### config.mk
export PLATFORM = sky130hd
export DESIGN_NAME = clipped_rect_fill_4bpp
export DESIGN_NICKNAME = d
export VERILOG_FILES = /design/src/sv/cfr_pkg.sv /design/src/sv/clipped_rect_fill_4bpp.sv
export SDC_FILE = /design/constraint.sdc
export NUM_CORES = 1
export LEC_CHECK = 0
export BUFFER_PORTS_ARGS = -buffer_cell sky130_fd_sc_hd__buf_2
export CAP_MARGIN = 20
export CORE_MARGIN = 2
export CORE_UTILIZATION = 45
export DETAILED_ROUTE_END_ITERATION = 12
export PLACE_DENSITY = 0.65
export SLEW_MARGIN = 5
export SYNTH_ARGS = -nofsm -noshare
export SYNTH_HDL_FRONTEND = slang
export SYNTH_SLANG_ARGS = --single-unit
### constraint.sdc
create_clock -name clk -period 7.49 [get_ports clk]
set_clock_uncertainty 0.05 [all_clocks]
set_input_delay 1.1235 -clock clk [delete_from_list [all_inputs] [get_ports clk]]
set_output_delay 1.1235 -clock clk [all_outputs]
set_load 0.01 [all_outputs]
### src/sv/cfr_pkg.sv
// ----------------------------------------------------------------------------
// cfr_pkg: shared constants for the clipped rectangle fill block
// Framebuffer geometry limits and the configuration register indexes.
// ----------------------------------------------------------------------------
`timescale 1ns / 1ps
`default_nettype none

package cfr_pkg;

  localparam int ROWS      = 64;
  localparam int MAX_WIDTH = 1024;

  localparam logic [1:0] REG_SPAN_ORIGIN = 2'd0;
  localparam logic [1:0] REG_SPAN_WIDTH  = 2'd1;
  localparam logic [1:0] REG_ROW_STRIDE  = 2'd2;

endpackage

`default_nettype wire

### src/sv/clipped_rect_fill_4bpp.sv
// ----------------------------------------------------------------------------
// clipped_rect_fill_4bpp: clipped rectangle fill for a 4bpp framebuffer
// Clips rectangles against the window and the row range and issues one
// nibble-packed row write command per visible row.
// ----------------------------------------------------------------------------
// A rectangle request passes three pipeline stages (offset, clip, byte
// decode) and then reaches the output register, which issues one row command
// per cycle while the downstream side takes them, so a rectangle holds the
// output until all its visible rows have been issued. A new request can be
// taken every cycle while the stages ahead have room. Rectangles that clip to
// nothing are dropped at the clip stage.
`timescale 1ns / 1ps
`default_nettype none

module clipped_rect_fill_4bpp
  import cfr_pkg::*;
(
  input  wire logic               clk,
  input  wire logic               rst,
  input  wire logic               cfg_we,
  input  wire logic [1:0]         cfg_index,
  input  wire logic [31:0]        cfg_data,
  input  wire logic               rect_valid,
  output logic                    rect_ready,
  input  wire logic signed [31:0] rect_x,
  input  wire logic signed [9:0]  rect_y,
  input  wire logic [10:0]        rect_w,
  input  wire logic [9:0]         rect_h,
  input  wire logic [3:0]         colour,
  output logic                    cmd_valid,
  input  wire logic               cmd_ready,
  output logic [5:0]              row,
  output logic [8:0]              start_byte,
  output logic                    lead_nibble,
  output logic [9:0]              full_bytes,
  output logic                    tail_nibble,
  output logic [7:0]              fill_byte,
  output logic                    last_row
);

  localparam logic [10:0] MAX_W   = 11'(MAX_WIDTH);
  localparam logic [6:0]  ROW_END = 7'(ROWS);

  // Configuration registers.
  logic signed [31:0] span_origin;
  logic [10:0]        span_width;
  logic [9:0]         row_stride;

  always_ff @(posedge clk) begin
    if (rst) begin
      span_origin <= '0;
      span_width  <= 11'd144;
      row_stride  <= 10'd72;
    end else if (cfg_we) begin
      unique case (cfg_index)
        REG_SPAN_ORIGIN: span_origin <= cfg_data;
        REG_SPAN_WIDTH:  span_width  <= cfg_data[10:0];
        REG_ROW_STRIDE:  row_stride  <= cfg_data[9:0];
        default: ;
      endcase
    end
  end

  // Pipeline handshakes.
  logic s1_valid, s2_valid, s3_valid;
  logic s1_ready, s2_ready, s3_ready, emit_take;

  assign emit_take  = !cmd_valid || (cmd_ready && last_row);
  assign s3_ready   = !s3_valid || emit_take;
  assign s2_ready   = !s2_valid || s3_ready;
  assign s1_ready   = !s1_valid || s2_ready;
  assign rect_ready = s1_ready;

  // Stage 1: window offsets, effective window width, row range.
  logic signed [32:0] s1_i0;
  logic signed [33:0] s1_i1;
  logic [10:0]        s1_win;
  logic [8:0]         s1_ylo;
  logic signed [11:0] s1_yhi;
  logic [3:0]         s1_colour;

  logic signed [32:0] i0_next;
  logic [10:0]        stride2;
  logic [10:0]        win_a;
  logic [10:0]        win_next;

  always_comb begin
    i0_next  = 33'(rect_x) - 33'(span_origin);
    stride2  = {row_stride, 1'b0};
    win_a    = (span_width > MAX_W) ? MAX_W : span_width;
    win_next = (win_a > stride2) ? stride2 : win_a;
  end

  always_ff @(posedge clk) begin
    if (rst) begin
      s1_valid <= 1'b0;
    end else if (s1_ready) begin
      s1_valid <= rect_valid;
    end
  end

  always_ff @(posedge clk) begin
    if (s1_ready) begin
      s1_i0     <= i0_next;
      s1_i1     <= 34'(i0_next) + 34'($signed({1'b0, rect_w}));
      s1_win    <= win_next;
      s1_ylo    <= rect_y[9] ? 9'd0 : rect_y[8:0];
      s1_yhi    <= 12'(rect_y) + 12'($signed({1'b0, rect_h}));
      s1_colour <= colour;
    end
  end

  // Stage 2: clip on x and y, drop empty results.
  logic [9:0]  s2_i0;
  logic [10:0] s2_i1;
  logic [5:0]  s2_y0;
  logic [6:0]  s2_y1;
  logic [3:0]  s2_colour;

  logic signed [32:0] i0c;
  logic               x_empty;
  logic               y_empty;
  logic [10:0]        i1c;
  logic [6:0]         y1c;

  always_comb begin
    i0c     = s1_i0[32] ? 33'sd0 : s1_i0;
    x_empty = (s1_i1 <= 34'(i0c)) || ($signed({22'd0, s1_win}) <= i0c);
    i1c     = (s1_i1 > $signed({23'd0, s1_win})) ? s1_win : s1_i1[10:0];
    y_empty = (s1_yhi <= $signed({3'd0, s1_ylo})) || ({1'b0, s1_ylo} >= 10'(ROW_END));
    y1c     = (s1_yhi > $signed({5'd0, ROW_END})) ? ROW_END : s1_yhi[6:0];
  end

  always_ff @(posedge clk) begin
    if (rst) begin
      s2_valid <= 1'b0;
    end else if (s2_ready) begin
      s2_valid <= s1_valid && !x_empty && !y_empty;
    end
  end

  always_ff @(posedge clk) begin
    if (s2_ready) begin
      s2_i0     <= i0c[9:0];
      s2_i1     <= i1c;
      s2_y0     <= s1_ylo[5:0];
      s2_y1     <= y1c;
      s2_colour <= s1_colour;
    end
  end

  // Stage 3: split the span into lead nibble, whole bytes and tail nibble.
  logic [8:0] s3_start;
  logic       s3_lead;
  logic [9:0] s3_full;
  logic       s3_tail;
  logic [7:0] s3_fill;
  logic [5:0] s3_y0;
  logic [6:0] s3_y1;

  logic [10:0] pos;
  logic [10:0] whole;
  logic [10:0] pos_end;
  logic [10:0] run;

  always_comb begin
    pos     = {1'b0, s2_i0} + {10'd0, s2_i0[0]};
    whole   = {s2_i1[10:1], 1'b0};
    run     = whole - pos;
    pos_end = (whole > pos) ? whole : pos;
  end

  always_ff @(posedge clk) begin
    if (rst) begin
      s3_valid <= 1'b0;
    end else if (s3_ready) begin
      s3_valid <= s2_valid;
    end
  end

  always_ff @(posedge clk) begin
    if (s3_ready) begin
      s3_start <= s2_i0[9:1];
      s3_lead  <= s2_i0[0];
      s3_full  <= (whole > pos) ? run[10:1] : 10'd0;
      s3_tail  <= pos_end < s2_i1;
      s3_fill  <= {s2_colour, s2_colour};
      s3_y0    <= s2_y0;
      s3_y1    <= s2_y1;
    end
  end

  // Stage 4: output register walks the visible rows.
  logic [6:0] y_end;

  always_ff @(posedge clk) begin
    if (rst) begin
      cmd_valid <= 1'b0;
    end else if (emit_take) begin
      cmd_valid <= s3_valid;
    end
  end

  always_ff @(posedge clk) begin
    if (emit_take) begin
      row         <= s3_y0;
      y_end       <= s3_y1;
      last_row    <= ({1'b0, s3_y0} + 7'd1) == s3_y1;
      start_byte  <= s3_start;
      lead_nibble <= s3_lead;
      full_bytes  <= s3_full;
      tail_nibble <= s3_tail;
      fill_byte   <= s3_fill;
    end else if (cmd_ready) begin
      row      <= row + 6'd1;
      last_row <= ({1'b0, row} + 7'd2) == y_end;
    end
  end

  // A row that is not the last one always has a successor inside the frame.
  assert property (@(posedge clk) disable iff (rst)
    cmd_valid && !last_row |-> row != 6'(ROWS - 1))
    else $error("non-final row command on the bottom row");

  // The command never reaches past the maximum window width in its row.
  assert property (@(posedge clk) disable iff (rst)
    cmd_valid |-> ({2'b0, start_byte, 1'b0} + {11'd0, lead_nibble} +
                   {1'b0, full_bytes, 1'b0} + {11'd0, tail_nibble}) <= {1'b0, MAX_W})
    else $error("row command extends beyond the window");

  // After a taken non-final row, the next row follows directly.
  assert property (@(posedge clk) disable iff (rst)
    cmd_valid && cmd_ready && !last_row |=> cmd_valid && row == $past(row) + 6'd1)
    else $error("row sequence broken");

endmodule

`default_nettype wire

==> flow_metrics.py <==
metrics = {
    "synth": {
        "synth-edff-count": 218,
        "yosysMostFrequentCell": "edfxtp_1",
        "ys_seq_elements": 275,
        "synth_top_area_share_pct": 41.21,
        "synthArstFlopShare_pct": 0,
        "yosysWarnings": 0,
        "syn_inst": 1498,
        "synth_area_leaders": "edfxtp_1, ha_1, dfxtp_1",
        "synth_fp_nets": 1759,
        "synth_flop_cell": "edfxtp_1",
        "synth_area_mm2": 0.01588,
        "syn-mean-instance-area_um2": 10.60,
        "seq_area_frac_synth_pct": 48.40,
        "yosysTopAreaCell": "edfxtp_1",
        "synth_commonest_cells": "edfxtp_1, nand2_1, ha_1, inv_1, a21oi_1",
        "ys_types": 83,
    },
    "critical_path": {
        "crit_top_cell": "inv_1",
        "worstPathMaxFanout": 6,
        "slowest_stage": "o31ai_1",
        "worstPathRequired_ns": 7.74,
        "crit_chain": "buf_2 -> inv_1 -> ha_1 -> inv_1 -> fa_1 -> a21oi_1 -> inv_1 -> a21oi_1 -> xnor2_1 -> ha_1 -> inv_1 -> o21bai_1 -> a211o_1 -> a31oi_1 -> o31ai_1 -> nand4b_1 -> nor4_4 -> nand4_1 -> xnor2_1",
        "critical_path_class": "input port to register",
        "crit_cells": 19,
        "critPathMaxStageDelay_ns": 0.42,
        "rr_worst_depth": 24,
        "worst-path-buf-inv": 5,
        "start_kind": "input port",
        "arrival_ns": 5.11,
        "crit_family": "compound AO/OA/AOI/OAI gates",
        "endpoint_kind": "register",
    },
    "cts": {
        "cts_buffers": 30,
        "clock-sinks": 275,
        "postCtsSetupBuffers": 0,
        "cts_root_buf": "clkbuf_16",
        "cts_resized": 0,
        "cts_max_level": 1,
        "clk_latency_ns": 0.57,
        "clkSlewWorstSetupHoldPaths_ns": 0.06,
        "cts_buffer_depth": 3,
        "cts_tree": "done",
        "cts_hold_buffers": 0,
    },
    "detailed_routing": {
        "via_per_inst": 5.252,
        "dr_total_vias": 11087,
        "drtAntennaViolNets": 0,
        "wl_per_cell_um": 15.64,
        "dr.pass1.iters": 5,
        "drt_iter0_markers": 424,
        "drcViolationCount": 0,
        "wirelength_mm": 33.02,
    },
    "timing": {
        "tns_ns": 0,
        "setup_viol": 0,
        "period_minus_slack_ns": 4.858,
        "hold_viol": 0,
        "worst_pin_slew_ns": 1.104,
        "max-slew-margin-rel_pct": 26.40,
        "finalCritPeriodShare_pct": 64.86,
        "rsz0062_at_grt": "no",
        "drv_slew": 0,
        "fmax_mhz": 205.9,
    },
    "final_layout": {
        "fin_area_mm2": 0.01812,
        "drive_gt1_share_pct": 15.46,
        "area_delta_synth_final_pct": 14.07,
        "fin_cells": 2111,
        "n_antenna_cell": 0,
        "final_nets": 1893,
    },
    "die": {
        "ioPinCount": 144,
        "dieHeight_um": 191.9,
        "die_area_mm2": 0.03682,
        "start_util_pct": 45.87,
        "coreArea_mm2": 0.03463,
        "rows": 68,
        "die_w_um": 191.9,
    },
    "pwr": {
        "power.share.sequential_pct": 42.6,
        "powerDensity_mw_per_mm2": 268.9,
        "p_leak_nw": 7.534,
        "power.internal_mw": 3.469,
        "ir_drop_uv": 161.9,
        "p_sw_share_pct": 28.80,
        "p_total_mw": 4.872,
        "combPwrFrac_pct": 24.8,
        "clockPowerShare_pct": 32.6,
        "power_switching_mw": 1.403,
    },
    "placed_design": {
        "dp_hpwl_mm": 25.36,
        "dp_cells": 2054,
        "finalWeightedCongestion": 0.8638,
        "placed_area_mm2": 0.01702,
        "io_buffers": 143,
    },
    "global_routing": {
        "grt_max_degree": 59,
        "antenna_found_initial": 1,
        "grt_overflow": 0,
        "grt_pass1_vias": 10848,
        "grt_pass1_wl_mm": 53.54,
        "grtUsageTotal_pct": 18.01,
    },
    "worst_hold_path": {
        "min_path_type": "register to register",
        "worstHoldPathCells": 0,
    },
    "run": {
        "cap_violations": 0,
    },
    "outcome": {
        "outcome": "complete, no violations",
    },
}
-- power groups by stage --
stage	logic (mW)	clock network [mW]	registers (mW)
2_1_floorplan	0.888	0	2.08
3_3_place_gp	1.15	0	2.11
5_1_grt	1.38	1.68	2.11
3_5_place_dp	1.19	0	2.11
6_report	1.21	1.59	2.08
4_1_cts	1.20	1.62	2.08
-- state kept, by name, summed over array words and instances, names as in the netlist, 11 cells and up --
name,flops
s1_i0,33
s1_yhi,12
s2_i1,11
s1_win,11
s1_i1,34
span_origin,32
span_width,11
-- through the flow --
stage / utilization (%) / setup slack [ns] / hold slack [ns]
final: 52.32 / 2.632 / 0.3650
after global routing: 52.32 / 2.142 / 0.3692
after CTS: 52.28 / 2.182 / 0.3657
after detailed placement: 49.14 / 2.038 / 0.3545
after global placement: 49.14 / 2.237 / 0.3504
after floorplan: - / 1.481 / 0.3503
-- layout by cell type, fill, tap and decap left out, types with 7 or more instances in the layout --
cell type / n
a211oi_1: 10
a21o_1: 33
a21oi_1: 119
a31oi_1: 8
and3_1: 10
buf_2: 143
buf_4: 7
clkbuf_16: 31
dfxtp_1: 57
edfxtp_1: 218
ha_1: 152
inv_1: 129
mux2_2: 20
mux2i_1: 12
nand2_1: 156
nand2b_1: 42
nand3_1: 30
nand4_1: 36
nor2_1: 62
nor2b_1: 40
nor3_1: 22
nor4_1: 13
o21a_1: 26
o21ai_0: 51
xnor2_1: 51
xor2_1: 36
-- worst register-to-register path: stages, from the launching register on --
cell and delay, ns:
edfxtp_1 0.43, ha_1 0.28, xnor2_1 0.22, ha_1 0.30
o21ai_0 0.11, a21oi_1 0.11, o21ai_0 0.21, a21oi_1 0.13
o21ai_0 0.15, nand2b_1 0.11, a31o_2 0.29, a21oi_2 0.21
buf_8 0.21, nor2_1 0.06, a21oi_1 0.13, ha_1 0.25
o21a_1 0.10, o21a_1 0.16, o21a_1 0.16, o21a_1 0.16
o21a_1 0.16, o21a_1 0.16, o21ai_0 0.17, a21oi_1 0.10
a211oi_1 0.22
-- final cells by class --
class,count,area (µm²)
inverters,129,484.2
fillers,3091,16510
flip-flops and latches,275,7687
multi-input cells,1045,7506
clock inverters,16,229.0
clock buffers,40,859.6
well taps,455,569.3
repair buffers,151,783.3
-- cells by family after synthesis --
| family | share of synthesized area, % |
|---|---|
| multiplexers | 2.174 |
| AO/OA/AOI/OAI | 12.56 |
| flip-flops | 48.40 |
| XOR/XNOR | 5.002 |
| AND/OR/NAND/NOR | 15.08 |
| adder cells (fa/ha/maj) | 12.35 |
| buffers and inverters | 4.435 |
-- path summary, 6_finish.rpt --
kind	startpoint	end	slack, ns
worst max-delay path	rect_x[0]	s1_i1[30]	2.63
worst min register to register	s2_y1[3]	s3_y1[3]	0.36
worst min-delay path	s2_y1[3]	s3_y1[3]	0.36
worst max register to register	s2_i0[0]	s3_tail	2.71
-- per-layer routing --
metal,vias to the layer above,part of all wire (%),GRT usage (%)
met5,-,0.039,0
met4,2,2.0,4.231
met3,48,4.3,2.869
met2,220,47,30.37
met1,5158,47,24.34
li1,5659,-,-
No activity file was read; power rests on OpenSTA's default activity.
